`config.mk`:
```
export PLATFORM = sky130hd
export DESIGN_NAME = keepalive_frame_matcher_core
export DESIGN_NICKNAME = d
export VERILOG_FILES = /design/src/rtl/core/kfm_pkg.sv /design/src/rtl/core/kfm_front.sv /design/src/rtl/core/kfm_queue.sv /design/src/rtl/core/kfm_back.sv /design/src/rtl/core/keepalive_frame_matcher_core.sv
export SDC_FILE = /design/constraint.sdc
export NUM_CORES = 1
export LEC_CHECK = 0
export ABC_AREA = 1
export BUFFER_PORTS_ARGS = -buffer_cell sky130_fd_sc_hd__buf_2
export CELL_PAD_IN_SITES_DETAIL_PLACEMENT = 0
export CELL_PAD_IN_SITES_GLOBAL_PLACEMENT = 2
export CORE_MARGIN = 2
export CORE_UTILIZATION = 39
export DETAILED_ROUTE_END_ITERATION = 6
export PLACE_DENSITY_LB_ADDON = 0.12
export SYNTH_ARGS = -nofsm -noshare
export SYNTH_HDL_FRONTEND = slang
export SYNTH_SLANG_ARGS = --single-unit
export TNS_END_PERCENT = 100
```
`constraint.sdc`:
```
create_clock -name clk -period 4.25 [get_ports clk]
set_input_delay 0.85 -clock clk [delete_from_list [all_inputs] [get_ports clk]]
set_output_delay 0.85 -clock clk [all_outputs]
set_load 0.02 [all_outputs]
```
`src/rtl/core/kfm_pkg.sv`:
```
// ----------------------------------------------------------------------------
// kfm_pkg
// shared types, constants and frame template for the keepalive frame matcher
// ----------------------------------------------------------------------------
`default_nettype none

package kfm_pkg;

    localparam int unsigned BYTE_W      = 8;
    localparam int unsigned POS_W       = 5;
    localparam int unsigned IDX_W       = 4;
    localparam int unsigned TPL_LEN     = 16;
    localparam int unsigned QUEUE_DEPTH = 2;

    localparam logic [BYTE_W-1:0] START_BYTE = 8'h7E;
    localparam logic [BYTE_W-1:0] ESC_BYTE   = 8'h7D;
    localparam logic [BYTE_W-1:0] ESC_XOR    = 8'h20;
    localparam logic [BYTE_W:0]   SUM_TARGET = 9'h0FF;

    localparam logic [IDX_W-1:0] FIRST_SUMMED = 4'd3;
    localparam logic [IDX_W-1:0] FIRST_DC     = 4'd4;
    localparam logic [IDX_W-1:0] LAST_DC      = 4'd13;

    // classified byte handed from front to back
    typedef struct packed {
        logic [BYTE_W-1:0] data;
        logic              clr;
        logic              hold;
    } kfm_item_t;

    typedef struct packed {
        logic full;
        logic empty;
    } kfm_qstat_t;

    function automatic logic [BYTE_W-1:0] tpl_value(input logic [IDX_W-1:0] idx);
        logic [BYTE_W-1:0] v;
        unique case (idx)
            4'd0:    v = START_BYTE;
            4'd1:    v = 8'h00;
            4'd2:    v = 8'h0D;
            4'd3:    v = 8'h80;
            4'd14:   v = 8'h01;
            4'd15:   v = 8'h02;
            default: v = 8'h00;
        endcase
        return v;
    endfunction

    function automatic logic tpl_care(input logic [IDX_W-1:0] idx);
        return (idx < FIRST_DC) || (idx > LAST_DC);
    endfunction

    function automatic logic tpl_summed(input logic [IDX_W-1:0] idx);
        return idx >= FIRST_SUMMED;
    endfunction

endpackage

`default_nettype wire

```
`src/rtl/core/kfm_front.sv`:
```
// ----------------------------------------------------------------------------
// kfm_front
// accepts raw bytes, undoes the link escaping and flags start bytes
// ----------------------------------------------------------------------------
`default_nettype none

module kfm_front (
    input  wire logic                          clk,
    input  wire logic                          rst_n,
    input  wire logic                          s_axis_tvalid,
    output logic                               s_axis_tready,
    input  wire logic [kfm_pkg::BYTE_W-1:0]    s_axis_tdata,
    input  wire kfm_pkg::kfm_qstat_t           qstat,
    output logic                               push,
    output kfm_pkg::kfm_item_t                 item
);

    logic esc_reg;
    logic esc_next;
    logic is_start;
    logic esc_eff;

    assign s_axis_tready = !qstat.full;
    assign push          = s_axis_tvalid && !qstat.full;
    assign is_start      = (s_axis_tdata == kfm_pkg::START_BYTE);
    assign esc_eff       = esc_reg && !is_start;

    always_comb
    begin
        item.clr  = is_start;
        item.hold = 1'b0;
        item.data = s_axis_tdata;
        esc_next  = 1'b0;
        if (esc_eff)
        begin
            item.data = s_axis_tdata ^ kfm_pkg::ESC_XOR;
        end
        else if (s_axis_tdata == kfm_pkg::ESC_BYTE)
        begin
            item.hold = 1'b1;
            esc_next  = 1'b1;
        end
    end

    always_ff @(posedge clk or negedge rst_n)
    begin
        if (!rst_n)
        begin
            esc_reg <= 1'b0;
        end
        else if (push)
        begin
            esc_reg <= esc_next;
        end
    end

endmodule

`default_nettype wire

```
`src/rtl/core/kfm_queue.sv`:
```
// ----------------------------------------------------------------------------
// kfm_queue
// short fifo of classified bytes between front and back
// ----------------------------------------------------------------------------
`default_nettype none

module kfm_queue #(
    parameter int unsigned DEPTH = kfm_pkg::QUEUE_DEPTH
) (
    input  wire logic                 clk,
    input  wire logic                 rst_n,
    input  wire logic                 push,
    input  wire kfm_pkg::kfm_item_t   wr_item,
    input  wire logic                 pop,
    output kfm_pkg::kfm_item_t        rd_item,
    output kfm_pkg::kfm_qstat_t       qstat
);

    localparam int unsigned PTR_W = $clog2(DEPTH);
    localparam int unsigned CNT_W = $clog2(DEPTH + 1);
    localparam logic [PTR_W-1:0] LAST_PTR = PTR_W'(DEPTH - 1);
    localparam logic [CNT_W-1:0] FULL_CNT = CNT_W'(DEPTH);

    kfm_pkg::kfm_item_t mem [DEPTH];

    logic [PTR_W-1:0] wr_ptr_reg;
    logic [PTR_W-1:0] wr_ptr_next;
    logic [PTR_W-1:0] rd_ptr_reg;
    logic [PTR_W-1:0] rd_ptr_next;
    logic [CNT_W-1:0] count_reg;
    logic [CNT_W-1:0] count_next;
    logic             do_push;
    logic             do_pop;

    assign qstat.full  = (count_reg == FULL_CNT);
    assign qstat.empty = (count_reg == '0);
    assign do_push     = push && !qstat.full;
    assign do_pop      = pop && !qstat.empty;
    assign rd_item     = mem[rd_ptr_reg];

    always_comb
    begin
        wr_ptr_next = wr_ptr_reg;
        rd_ptr_next = rd_ptr_reg;
        count_next  = count_reg;
        if (do_push)
        begin
            wr_ptr_next = (wr_ptr_reg == LAST_PTR) ? '0 : wr_ptr_reg + 1'b1;
        end
        if (do_pop)
        begin
            rd_ptr_next = (rd_ptr_reg == LAST_PTR) ? '0 : rd_ptr_reg + 1'b1;
        end
        if (do_push && !do_pop)
        begin
            count_next = count_reg + 1'b1;
        end
        else if (do_pop && !do_push)
        begin
            count_next = count_reg - 1'b1;
        end
    end

    always_ff @(posedge clk)
    begin
        if (do_push)
        begin
            mem[wr_ptr_reg] <= wr_item;
        end
    end

    always_ff @(posedge clk or negedge rst_n)
    begin
        if (!rst_n)
        begin
            wr_ptr_reg <= '0;
            rd_ptr_reg <= '0;
            count_reg  <= '0;
        end
        else
        begin
            wr_ptr_reg <= wr_ptr_next;
            rd_ptr_reg <= rd_ptr_next;
            count_reg  <= count_next;
        end
    end

endmodule

`default_nettype wire

```
`src/rtl/core/kfm_back.sv`:
```
// ----------------------------------------------------------------------------
// kfm_back
// template matcher with running checksum and registered result stage
// ----------------------------------------------------------------------------
`default_nettype none

module kfm_back (
    input  wire logic                 clk,
    input  wire logic                 rst_n,
    input  wire kfm_pkg::kfm_item_t   item,
    input  wire kfm_pkg::kfm_qstat_t  qstat,
    output logic                      pop,
    output logic                      m_axis_tvalid,
    input  wire logic                 m_axis_tready,
    output logic [7:0]                m_axis_tdata
);

    logic [kfm_pkg::POS_W-1:0]  pos_reg;
    logic [kfm_pkg::POS_W-1:0]  pos_next;
    logic [kfm_pkg::BYTE_W-1:0] sum_reg;
    logic [kfm_pkg::BYTE_W-1:0] sum_next;
    logic [kfm_pkg::BYTE_W-1:0] sum_base;
    logic [kfm_pkg::IDX_W-1:0]  idx;
    logic                       alive_next;
    logic                       out_valid_reg;
    logic                       out_alive_reg;
    logic [kfm_pkg::POS_W-1:0]  out_pos_reg;

    assign pop      = !qstat.empty && (!out_valid_reg || m_axis_tready);
    assign idx      = pos_reg[kfm_pkg::IDX_W-1:0];
    assign sum_base = item.clr ? '0 : sum_reg;

    always_comb
    begin
        pos_next   = pos_reg;
        sum_next   = sum_base;
        alive_next = 1'b0;
        if (!item.hold)
        begin
            if (pos_reg[kfm_pkg::POS_W-1])
            begin
                // checksum byte
                alive_next = ({1'b0, sum_base} + {1'b0, item.data}) == kfm_pkg::SUM_TARGET;
                pos_next   = '0;
            end
            else
            begin
                if (kfm_pkg::tpl_summed(idx))
                begin
                    sum_next = sum_base + item.data;
                end
                if (kfm_pkg::tpl_care(idx) && (kfm_pkg::tpl_value(idx) != item.data))
                begin
                    pos_next = '0;
                end
                else
                begin
                    pos_next = pos_reg + 1'b1;
                end
            end
        end
    end

    always_ff @(posedge clk or negedge rst_n)
    begin
        if (!rst_n)
        begin
            pos_reg       <= '0;
            sum_reg       <= '0;
            out_valid_reg <= 1'b0;
        end
        else
        begin
            if (pop)
            begin
                pos_reg       <= pos_next;
                sum_reg       <= sum_next;
                out_valid_reg <= 1'b1;
            end
            else if (m_axis_tready)
            begin
                out_valid_reg <= 1'b0;
            end
        end
    end

    always_ff @(posedge clk)
    begin
        if (pop)
        begin
            out_alive_reg <= alive_next;
            out_pos_reg   <= pos_next;
        end
    end

    assign m_axis_tvalid = out_valid_reg;
    assign m_axis_tdata  = {2'b00, out_pos_reg, out_alive_reg};

endmodule

`default_nettype wire

```
`src/rtl/core/keepalive_frame_matcher_core.sv`:
```
// ----------------------------------------------------------------------------
// keepalive_frame_matcher_core
// matches received link bytes against the keepalive frame template
// ----------------------------------------------------------------------------
// usage:
//   s_axis carries one raw received byte per request in tdata.
//   m_axis returns one result per input byte: alive in bit 0, the template
//   position after the byte in bits 5:1 (16 = checksum byte awaited).
//   a byte accepted on s_axis is escape-decoded combinationally, written
//   into a queue slot, then popped into the matcher result register.
//   throughput: one byte per cycle while m_axis is not stalled; the back
//   stage updates position and checksum as each byte is popped.
//   a receiver stall holds the result register; the queue between the
//   escape decoder and the matcher absorbs QUEUE_DEPTH bytes before
//   s_axis_tready drops.
//   reset clears the escape flag, position, checksum, queue and result
//   valid flag; the block takes bytes as soon as reset is released.
// ----------------------------------------------------------------------------
`default_nettype none

module keepalive_frame_matcher_core #(
    parameter int unsigned QUEUE_DEPTH = kfm_pkg::QUEUE_DEPTH
) (
    input  wire logic       clk,
    input  wire logic       rst_n,
    input  wire logic       s_axis_tvalid,
    output logic            s_axis_tready,
    input  wire logic [7:0] s_axis_tdata,   // rx_data[7:0]
    output logic            m_axis_tvalid,
    input  wire logic       m_axis_tready,
    output logic [7:0]      m_axis_tdata    // alive[0], match_position[5:1], zero[7:6]
);

    kfm_pkg::kfm_item_t  fe_item;
    kfm_pkg::kfm_item_t  be_item;
    kfm_pkg::kfm_qstat_t qstat;
    logic                fe_push;
    logic                be_pop;

    kfm_front u_front (
        .clk           (clk),
        .rst_n         (rst_n),
        .s_axis_tvalid (s_axis_tvalid),
        .s_axis_tready (s_axis_tready),
        .s_axis_tdata  (s_axis_tdata),
        .qstat         (qstat),
        .push          (fe_push),
        .item          (fe_item)
    );

    kfm_queue #(
        .DEPTH (QUEUE_DEPTH)
    ) u_queue (
        .clk     (clk),
        .rst_n   (rst_n),
        .push    (fe_push),
        .wr_item (fe_item),
        .pop     (be_pop),
        .rd_item (be_item),
        .qstat   (qstat)
    );

    kfm_back u_back (
        .clk           (clk),
        .rst_n         (rst_n),
        .item          (be_item),
        .qstat         (qstat),
        .pop           (be_pop),
        .m_axis_tvalid (m_axis_tvalid),
        .m_axis_tready (m_axis_tready),
        .m_axis_tdata  (m_axis_tdata)
    );

    assert property (@(posedge clk) disable iff (!rst_n)
        !(fe_push && qstat.full))
        else $error("push into full queue");

    assert property (@(posedge clk) disable iff (!rst_n)
        !(be_pop && qstat.empty))
        else $error("pop from empty queue");

    assert property (@(posedge clk) disable iff (!rst_n)
        (m_axis_tvalid && m_axis_tdata[0]) |-> (m_axis_tdata[5:1] == 5'd0))
        else $error("alive without return to start position");

    assert property (@(posedge clk) disable iff (!rst_n)
        m_axis_tvalid |-> (m_axis_tdata[5:1] <= 5'd16))
        else $error("template position out of range");

endmodule

`default_nettype wire

```
# Word-level counts from Yosys, hierarchy flattened
# Memory sizes are Yosys's and may differ from the RTL's.
# Index checks and enable logic that the tools add are counted.
# op_classes
n_addsub	7
n_mul	0
div_mod_pow	0
order_cmp	3
eq_ne	9
n_shift	0
muxes	21
n_bitwise	2
reduce_logical	21
# ops
op	n
8-bit 2-to-1 mux	6
8-bit one-hot mux with 5 select lines	1
8-bit by 7-bit equality test with 1-bit output, second input constant	2
5-bit 2-to-1 mux	3
8-bit by 8-bit adder with 9-bit output	1
9-bit by 8-bit equality test with 1-bit output, second input constant	1
8-bit adder	1
4-bit by 2-bit equality test with 1-bit output, second input constant	2
4-bit equality test, second input constant	2
1-bit logical AND	8
1-bit 2-to-1 mux	8
8-bit != test	1
1-bit logical NOT	6
6-bit 2-to-1 mux	1
5-bit by 1-bit adder with 5-bit output, second input constant	1
4-bit by 2-bit >= comparator with 1-bit output, second input constant	1
4-bit greater-than comparator, second input constant	1
4-bit logical NOT	1
4-bit by 3-bit less-than comparator with 1-bit output, second input constant	1
2-bit 2-to-1 mux	2
2-bit nonzero test	2
1-bit adder, second input constant	2
2-bit by 1-bit adder with 2-bit output, second input constant	1
2-bit equality test, second input constant	1
other kinds (5)	7
# word_totals
reg_bits	25
latchBits	0
ram_bits	20
rom_bits	0
input_bits	12
out_inout_bits	10
wordCells	73
n_memories	1
# memory_table
memory	words	word_bits	read_ports	rd_clocked_by_memory_dff	write_ports	line_no	text
u_queue.mem	2	10	1	0	1	kfm_queue.sv:24	kfm_pkg::kfm_item_t mem [DEPTH];

# Longest topological paths before layout
# Gate-level depths: netlist (run 1).
# logic_depth
ltp_word	9
ltp_mapped	15
depth_no_buf	14

# Cells and area by module
# A second synthesis (run 1) with hierarchy kept.
# unflattened
hier_cells	333
area_unflattened_um2	2747.6
# modules_own_cells
module	n_inst	cells_per_inst	area_each_um2	seq_area_each_um2
kfm_back	1	214	1576.5	530.5
kfm_queue	1	84	957.2	700.7
kfm_front	1	35	214.0	25.0

# Worst setup path after synthesis (run 1)
# Ideal clock, no wire load.
# synth_timing
path_kind	reg-to-reg
startpoint	reg u_queue.rd_ptr_reg
endpoint	reg u_back.out_alive_reg (data pin)
setup_ns	0.139
arrival_ns	2.184
required_ns	4.111
path_slack_ns	1.927
path_stages_with_launch	14
n_path_buf	2
period_less_slack_ns	2.323
path_cell_list	dfrtp_1 -> buf_6 -> buf_8 -> nand2_1 -> nand2_1 -> nor2_1 -> ha_1 -> fa_1 -> a31oi_1 -> xor2_1 -> nand2_1 -> nor2_1 -> o211ai_1 -> nor2_1
# synth_via
elab_chain_len	4
elab_cells_between_ends	5
classes_between	add/sub (1); eq/ne (1); mux (1); reduce/logical (1); memory (1)
# synth_rtl
element	line_no	text
start: declaration	kfm_queue.sv:28	logic [PTR_W-1:0] rd_ptr_reg;
start signal: assignment	kfm_queue.sv:83	rd_ptr_reg <= rd_ptr_next;
memory 2 x 10 bit (*)	n/a	
8-bit 2-to-1 mux	kfm_back.sv:31	assign sum_base = item.clr ? '0 : sum_reg;
8-bit by 8-bit adder with 9-bit output	kfm_back.sv:43	alive_next = ({1'b0, sum_base} + {1'b0, item.data}) == kfm_pkg::SUM_TARGET;
9-bit by 8-bit equality test with 1-bit output	kfm_back.sv:43	
end signal: assignment	kfm_back.sv:91	out_alive_reg <= alive_next;
end: declaration	kfm_back.sv:26	logic out_alive_reg;
# Every way passes the cells marked *; elsewhere a longest branch is shown, timed or not.
# A chain may end at the register's enable or synchronous reset.

# Worst setup path in the final report (run 1)
# Same ends and word-level chain as after synthesis.

==> flow_metrics.py, run 1 <==
metrics = {
    "status": {
        "status": "complete, no violations",
    },
    "synth": {
        "async_flop_share": 0.422,
        "synth_area_sq_um": 2720,
        "netlist_instances": 331,
        "syn_avg_cell_area_sq_um": 8.23,
        "synth_area_leaders": "edfxtp_1, dfrtp_1, nand2_1",
        "synth-main-ff-cell": "edfxtp_1",
        "synth_seq_cells": 45,
        "ys_warn_count": 0,
        "synth_edf_count": 26,
        "yosysTopAreaCellShare": 0.287,
        "yosysUniqueCellTypes": 38,
        "synth_most_common_cell": "nand2_1",
        "synth_seq_area_share": 0.461,
        "synth_commonest_cells": "nand2_1, inv_1, nor2_1",
        "yosysTopAreaCell": "edfxtp_1",
    },
    "route": {
        "drtPass1Iterations": 4,
        "via_per_inst": 4.76,
        "wl_per_cell_um": 12.8,
        "finalWirelength_um": 5520,
        "drtIter0Drc": 93,
        "final_antenna_net_count": 0,
        "vias": 2045,
        "drc": 0,
    },
    "worst_setup_path": {
        "r2r_end": "u_back.out_alive_reg",
        "start_kind": "flop",
        "cp_max_fo": 20,
        "crit_arrival_ps": 2910,
        "worstPathRequired_ps": 4310,
        "rrSetupSlack_ps": 1390,
        "r2r_cells": 14,
        "r2r-start": "u_queue.rd_ptr_reg",
        "critPathKind": "flop to flop",
        "critPathCaptureType": "flop",
    },
    "pwr": {
        "clockPowerShare": 0.155,
        "p_int_uw": 978,
        "swShare": 0.439,
        "vdd_drop_max_uv": 318,
        "power_frac_comb": 0.472,
        "power_density_nw_per_um2": 592,
        "power_leakage_nw": 1.47,
        "switching_power_uw": 764,
        "sequentialPowerShare": 0.373,
    },
    "clocking": {
        "cts_resized": 0,
        "clock_latency_ps": 300,
        "ctsRootBufferMaster": "clkbuf_8",
        "post_cts_buffers": 0,
        "htreeDepth": 2,
        "clk_pin_slew_worst_paths_ps": 100,
        "clock-sinks": 45,
        "cts_tree": "yes",
        "numCtsBuffers": 5,
        "clockBufferDepth": 2,
        "hold_buffers": 0,
    },
    "timing": {
        "fin_crit_sh": 0.672,
        "worst_pin_slew_ps": 876,
        "fin_skew_ps": 8.52,
        "final_max_slew_viol_count": 0,
        "min_period_ps": 2860,
        "fin_setup_tns_ps": 0,
        "whs_ps": 486,
        "fmax_ghz": 0.350,
        "final_hold_viol_count": 0,
        "slew_headroom": 0.414,
        "rsz0062_at_grt": "false",
        "setup_viol": 0,
    },
    "global_routing": {
        "grt_max_degree": 26,
        "antenna_found_initial": 0,
        "first_global_vias": 1907,
        "gr-total-overflow": 0,
        "grtUsageTotal": 0.159,
        "grt_pass1_wl_um": 9270,
    },
    "layout": {
        "nets": 376,
        "post-route-util": 0.435,
        "area_growth_pct": 8.04,
        "fillCellCount": 696,
        "layout-drive-gt1-share": 0.129,
        "final_cells": 430,
        "largest_reg_flops": 20,
        "stdcell_area_sq_um": 2940,
        "n_antenna_cell": 0,
    },
    "placement": {
        "placed_area_sq_um": 2860,
        "dp_hpwl_um": 4260,
        "portBuffers": 19,
        "placedCellCount": 422,
        "gp_congestion": 0.882,
    },
    "run": {
        "maxCapViolations": 0,
    },
    "floorplanning": {
        "core_sq_um": 6760,
        "die_w_um": 87.6,
        "die_area_sq_um": 7670,
        "die_y_um": 87.6,
        "io_pins": 22,
        "start_util": 0.403,
        "rows": 30,
    },
    "min_path": {
        "hold_class": "input port to async pin",
    },
}
## worst max-delay path, cell delays in order, from the launching register on
cell	delay [ps]
dfrtp_1	730
inv_2	190
nand2_1	100
nand2_1	180
nor2_1	310
ha_1	280
nand3_1	80
nand2_1	110
nand2_1	70
nand2_1	50
nand2_1	50
nand2_1	60
or2_2	280
nand4_1	80
nor2_1	50
## layout by cell type (no fill, tap or decap), drive strengths merged
| cell type | instances |
|---|---|
| a21o | 1 |
| a21oi | 11 |
| a22oi | 2 |
| a31oi | 1 |
| buf | 20 |
| clkbuf | 5 |
| clkinv | 2 |
| clkinvlp | 1 |
| conb | 2 |
| dfrtp | 19 |
| edfxtp | 26 |
| fa | 1 |
| ha | 14 |
| inv | 53 |
| nand2 | 103 |
| nand3 | 13 |
| nand3b | 1 |
| nand4 | 5 |
| nor2 | 31 |
| nor3b | 1 |
| nor4b | 1 |
| o211ai | 2 |
| o21a | 2 |
| o21ai | 15 |
| o22ai | 4 |
| o31ai | 1 |
| or2 | 3 |
| xnor2 | 4 |
| xor2 | 6 |
## power by group through the flow
stage	Clock [mW]	Combinational, mW	Sequential [mW]
global route	0.292	0.940	0.668
CTS	0.279	0.835	0.651
finish	0.270	0.822	0.650
floorplan	0	0.655	0.664
detailed placement	0	0.832	0.660
global placement	0	0.850	0.659
## metal layers
| layer | track usage | wire [um] | vias to the layer above |
|---|---|---|---|
| met5 | 0 | 0 | - |
| met1 | 0.211 | 2690 | 915 |
| met3 | 0.0320 | 184 | 6 |
| met2 | 0.267 | 2580 | 34 |
| met4 | 0.0434 | 70 | 0 |
| li1 | - | - | 1090 |
## cell type report
type	instances	area, sq um	area share
sequential	45	1260	0.427
clock inverter	3	17.5	0.00595
clock buffer	5	68.8	0.0234
timing repair buffer	20	103	0.0349
inverter	53	199	0.0676
tap	80	100	0.0340
multi-input combinational	224	1200	0.407
## metrics by stage
stage | setup WS, ps | power (mW)
finish | 1390 | 1.74
global route | 1010 | 1.90
CTS | 1380 | 1.77
detailed placement | 1400 | 1.49
global placement | 1460 | 1.51
floorplan | 1930 | 1.32
## cell families after synthesis
family,share of synthesized area
and+or+nand+nor,0.250
adders and majority gates,0.0717
DFF,0.461
buffers and inverters,0.102
other,0.00138
AOI/OAI and AO/OA,0.0813
xor gates and xnor gates,0.0322
## worst max-delay path by stage
| stage | endpoint | start | slack, ps | cells past startpoint |
|---|---|---|---|---|
| after floorplan | u_back.out_alive_reg | u_queue.rd_ptr_reg | 1930 | 13 |
| after global placement | u_back.out_alive_reg | u_queue.rd_ptr_reg | 1460 | 10 |
| after detailed placement | u_back.out_alive_reg | u_queue.rd_ptr_reg | 1400 | 10 |
| after CTS | u_back.out_alive_reg | u_queue.rd_ptr_reg | 1380 | 10 |
| after global routing | u_back.out_alive_reg | u_queue.rd_ptr_reg | 1010 | 14 |
| final | u_back.out_alive_reg | u_queue.rd_ptr_reg | 1390 | 14 |
No activity file was read; power rests on OpenSTA's default activity.
==> inputs of run 2 (changes only) <==
Settings changed: CORE_UTILIZATION 39 to 36.
Clock period 4.25 ns to 2.76 ns, I/O delays scaled along.
==> run 2 against run 1 <==
Critical path depth is 4 lower; total power rose by 59%; non-clock buffer count is 5 higher; clock skew rose by 1.0 ps; global-route usage shrank 0.32 points; via count fell by 1.1%; clock power up 65%.
==> flow_metrics.py, run 2 (same netlist as run 1, synthesis figures left out) <==
metrics = {
    "status": {
        "status": "complete, no violations",
    },
    "timing": {
        "final_hold_viol_count": 0,
        "fin_skew_ps": 9.55,
        "setup_viol": 0,
        "final_max_slew_viol_count": 0,
        "fin_crit_sh": 0.897,
        "fin_setup_tns_ps": 0,
        "min_period_ps": 2480,
        "rsz0062_at_grt": "false",
        "fmax_ghz": 0.404,
    },
    "layout": {
        "fillCellCount": 776,
        "largest_reg_flops": 20,
        "n_antenna_cell": 0,
        "layout_commonest_cell": "nand2_1",
        "nets": 381,
        "most-common-layout-cells": "nand2_1, inv_1, nor2_1, edfxtp_1",
        "layout-drive-gt1-share": 0.141,
        "area_growth_pct": 10.6,
        "seq_area_sq_um": 1260,
        "multiInputGateArea_sq_um": 1200,
    },
    "clocking": {
        "clock-sinks": 45,
        "htreeDepth": 2,
        "cts_tree": "yes",
        "cts_resized": 0,
        "post_cts_buffers": 0,
        "clockBufferDepth": 2,
        "hold_buffers": 0,
        "clk_pin_slew_worst_paths_ps": 100,
        "ctsRootBufferMaster": "clkbuf_8",
        "numCtsBuffers": 5,
        "clock_latency_ps": 310,
    },
    "pwr": {
        "total_power_mw": 2.78,
        "power_density_nw_per_um2": 922,
        "power_leakage_nw": 1.50,
        "vdd_drop_max_uv": 451,
    },
    "floorplanning": {
        "die_y_um": 91.0,
        "io_pins": 22,
        "start_util": 0.373,
        "die_area_sq_um": 8270,
        "core_sq_um": 7290,
        "rows": 31,
        "die_w_um": 91.0,
    },
    "placement": {
        "portBuffers": 19,
        "dp_hpwl_um": 4470,
        "gp_congestion": 0.792,
    },
    "route": {
        "final_antenna_net_count": 0,
        "drtIter0Drc": 56,
        "vias": 2023,
        "drtPass1Iterations": 4,
        "drc": 0,
        "finalWirelength_um": 5800,
        "via_per_inst": 4.46,
        "wl_per_cell_um": 12.8,
    },
    "worst_setup_path": {
        "cp_cell_sequence": "o21ai_1, inv_1, ha_1, fa_1, a31oi_1, xor2_1, nand2_1, nor2_1, o211ai_1, nor2_1",
        "critPathCaptureType": "flop",
        "cp_slowest_stage_delay_ps": 430,
        "r2r_cells": 10,
        "worst_path_most_repeated_cell": "nor2_1",
        "r2r_end": "u_back.out_alive_reg",
        "crit_arrival_ps": 2650,
        "worstPathRequired_ps": 2930,
        "cp_max_fo": 5,
        "rrSetupSlack_ps": 280,
        "slowest_stage": "dfrtp_1",
        "start_kind": "flop",
        "r2r-start": "u_queue.rd_ptr_reg",
        "critPathKind": "flop to flop",
    },
    "global_routing": {
        "grt_pass1_wl_um": 10200,
        "grt_max_degree": 25,
        "first_global_vias": 2076,
        "grtUsageTotal": 0.156,
        "antenna_found_initial": 0,
        "gr-total-overflow": 0,
    },
    "min_path": {
        "hold_class": "input port to async pin",
    },
    "run": {
        "maxCapViolations": 0,
    },
}
## run 2: changes by cell type in the layout (fill, tap and decap cells not counted)
cell,change
inv_6,+1
clkinvlp_4,-1
clkinv_2,-2
buf_4,+5
clkinv_4,+2
## run 2: per-stage QoR
stage / utilization / setup WS [ps] / instance area (sq um) / hold slack [ps] / cells
2_1_floorplan: - / 437 / 2730 / 256 / 332
3_3_place_gp: 0.400 / 343 / 2920 / 461 / 446
3_5_place_dp: 0.400 / 320 / 2920 / 463 / 446
4_1_cts: 0.413 / 291 / 3010 / 212 / 454
5_1_grt: 0.413 / 104 / 3010 / 215 / 454
6_report: 0.413 / 284 / 3010 / 190 / 454
## run 2: layout make-up
cell class	instances	share of cell area
Tap cell	99	0.0411
Sequential cell	45	0.417
Multi-Input combinational cell	224	0.398
Inverter	53	0.0661
Timing Repair Buffer	25	0.0465
Clock inverter	3	0.00872
Clock buffer	5	0.0229
## run 2: how the worst max path moves through the flow
stage                             from                    to  slack, ps  depth (start not counted)
global placement    u_queue.rd_ptr_reg  u_back.out_alive_reg        340                         10
floorplan           u_queue.rd_ptr_reg  u_back.out_alive_reg        440                         13
finish              u_queue.rd_ptr_reg  u_back.out_alive_reg        280                         10
detailed placement  u_queue.rd_ptr_reg  u_back.out_alive_reg        320                         10
global route        u_queue.rd_ptr_reg  u_back.out_alive_reg        100                         14
CTS                 u_queue.rd_ptr_reg  u_back.out_alive_reg        290                         10
## run 2: critical path: cells and delay by family (launching register included)
family,cells,cell delay (ps)
flops,1,430
simple gates,3,270
fa+ha+maj,2,670
xor+xnor,1,220
compound gates,3,640
buf+inv,1,80
## run 2: where the power goes
part	internal (mW)	leakage [nW]	switching [mW]
Clock	0.185	0.0487	0.260
Combinational	0.463	0.955	0.898
Sequential	0.908	0.496	0.0631
## run 2: layer usage
| layer | vias up | track usage | wire length, um | part of all wire |
|---|---|---|---|---|
| met4 | 0 | 0.0417 | 72 | 0.012 |
| met1 | 902 | 0.207 | 2840 | 0.49 |
| met2 | 20 | 0.260 | 2760 | 0.48 |
| li1 | 1094 | - | - | - |
| met3 | 7 | 0.0307 | 128 | 0.022 |
| met5 | - | 0 | 0 | 0 |
==> inputs of run 3 (changes only) <==
Settings changed: SETUP_SLACK_MARGIN set to 0.4.
==> run 3 against run 2 <==
Flip-flop and latch count unchanged; total power up 7.7%; register-to-register slack improved by 170 ps; clock skew about the same; highest routed layer unchanged.
==> flow_metrics.py, run 3 (same netlist as run 1, synthesis figures left out) <==
metrics = {
    "layout": {
        "n_antenna_cell": 0,
        "fillCellCount": 759,
        "largest_reg_flops": 20,
        "area_growth_pct": 17.0,
        "nets": 387,
        "layout_commonest_cell": "nand2_1",
        "layout-drive-gt1-share": 0.211,
        "most-common-layout-cells": "nand2_1, inv_1, edfxtp_1, nor2_1, buf_2",
    },
    "worst_setup_path": {
        "start_kind": "flop",
        "worstPathRequired_ps": 2930,
        "critPathKind": "flop to flop",
        "cp_max_fo": 5,
        "critPathCaptureType": "flop",
        "crit_arrival_ps": 2480,
    },
    "pwr": {
        "sequentialPowerShare": 0.330,
        "p_int_mw": 1.69,
        "power_leakage_nw": 1.54,
        "vdd_drop_max_uv": 463,
        "swShare": 0.437,
        "clockPowerShare": 0.149,
        "power_frac_comb": 0.521,
        "power_density_nw_per_um2": 940,
        "switching_power_mw": 1.31,
        "total_power_mw": 2.99,
    },
    "placement": {
        "portBuffers": 19,
        "gp_congestion": 0.792,
        "dp_hpwl_um": 4470,
    },
    "floorplanning": {
        "die_y_um": 91.0,
        "rows": 31,
        "die_w_um": 91.0,
        "io_pins": 22,
        "core_sq_um": 7290,
        "start_util": 0.373,
        "die_area_sq_um": 8270,
    },
    "global_routing": {
        "grt_pass1_wl_um": 10300,
        "first_global_vias": 2099,
        "grtUsageTotal": 0.156,
        "antenna_found_initial": 0,
        "gr-total-overflow": 0,
        "grt_max_degree": 25,
    },
    "min_path": {
        "hold_class": "input port to async pin",
    },
    "timing": {
        "min_period_ps": 2310,
        "fin_skew_ps": 9.92,
        "fin_crit_sh": 0.837,
        "fin_setup_tns_ps": 0,
        "rsz0062_at_grt": "true",
        "final_max_slew_viol_count": 0,
        "final_hold_viol_count": 0,
        "fmax_ghz": 0.433,
        "setup_viol": 0,
    },
    "route": {
        "wl_per_cell_um": 12.9,
        "drtIter0Drc": 57,
        "final_antenna_net_count": 0,
        "drc": 0,
        "vias": 2056,
        "via_per_inst": 4.47,
        "finalWirelength_um": 5910,
        "drtPass1Iterations": 4,
    },
    "status": {
        "status": "complete, no violations",
    },
    "clocking": {
        "clk_pin_slew_worst_paths_ps": 100,
        "htreeDepth": 2,
        "clockBufferDepth": 2,
        "clock-sinks": 45,
        "ctsRootBufferMaster": "clkbuf_8",
        "numCtsBuffers": 5,
        "cts_tree": "yes",
        "hold_buffers": 0,
        "clock_latency_ps": 310,
    },
    "run": {
        "maxCapViolations": 0,
    },
}
[run 3: cell types whose count changed in the layout (fill, tap and decap cells not counted), sizes merged]
cell  previous run  this run
buf             25        31
[run 3: power by group through the flow]
stage | registers [mW] | clock network (mW) | logic (mW)
after floorplan | 1.02 | 0 | 1.01
after global placement | 0.985 | 0 | 1.39
after detailed placement | 0.988 | 0 | 1.38
after CTS | 0.977 | 0.463 | 1.46
after global routing | 1.01 | 0.490 | 1.78
final | 0.988 | 0.445 | 1.56
[run 3: worst max-delay path, cell delays in order (launching register included)]
cell and delay, ps:
dfrtp_2 490, inv_4 110, nand2_4 50, nand2_4 100, nor2_4 50, ha_4 160, fa_2 560, nand3b_1 90
nor4b_2 310, o211ai_1 130, nor2_1 110
[run 3: path summary, 6_finish.rpt]
path                                       from              endpoint  slack, ps  cells past startpoint
max reg2reg                  u_queue.rd_ptr_reg  u_back.out_alive_reg        450                     10
min in group clk                  m_axis_tready  u_back.m_axis_tvalid        430                      2
max in group asynchronous                 rst_n    u_queue.rd_ptr_reg       2210                      1
min reg2reg                u_queue.count_reg[0]  u_queue.count_reg[0]        470                      1
max                          u_queue.rd_ptr_reg  u_back.out_alive_reg        450                     10
min                                       rst_n     u_back.pos_reg[3]        190                      1
[run 3: metal layers]
layer | wire (um) | GRT usage | share of wire
met1 | 2840 | 0.206 | 0.48
met2 | 2870 | 0.262 | 0.48
met5 | 0 | 0 | 0
met3 | 130 | 0.0307 | 0.022
met4 | 74 | 0.0417 | 0.013
[run 3: what timing repair did]
item | 4_1_cts | 5_1_grt
setup buffers | 3 | 3
resized for setup | 6 | 24
hold endpoints to repair | 0 | 0
pin swaps | 3 | 10
endpoints found under the setup margin | 1 | 5
[run 3: through the flow]
stage               std cells  setup WS, ps  hold slack (ps)  instance area [sq um]  utilization
finish                    460           449              189                   3180        0.437
global route              460           345              215                   3180        0.437
CTS                       457           404              212                   3060        0.420
detailed placement        446           320              463                   2920        0.400
global placement          446           343              461                   2920        0.400
floorplan                 332           437              256                   2730            -
[run 3: final cells by class]
class	instances	area (sq um)	area share
Multi-Input combinational cell	224	1310	0.411
Sequential cell	45	1260	0.395
Inverter	53	201	0.0633
Timing Repair Buffer	31	196	0.0617
Tap cell	99	124	0.0389
Clock buffer	5	68.8	0.0216
Clock inverter	3	26.3	0.00825
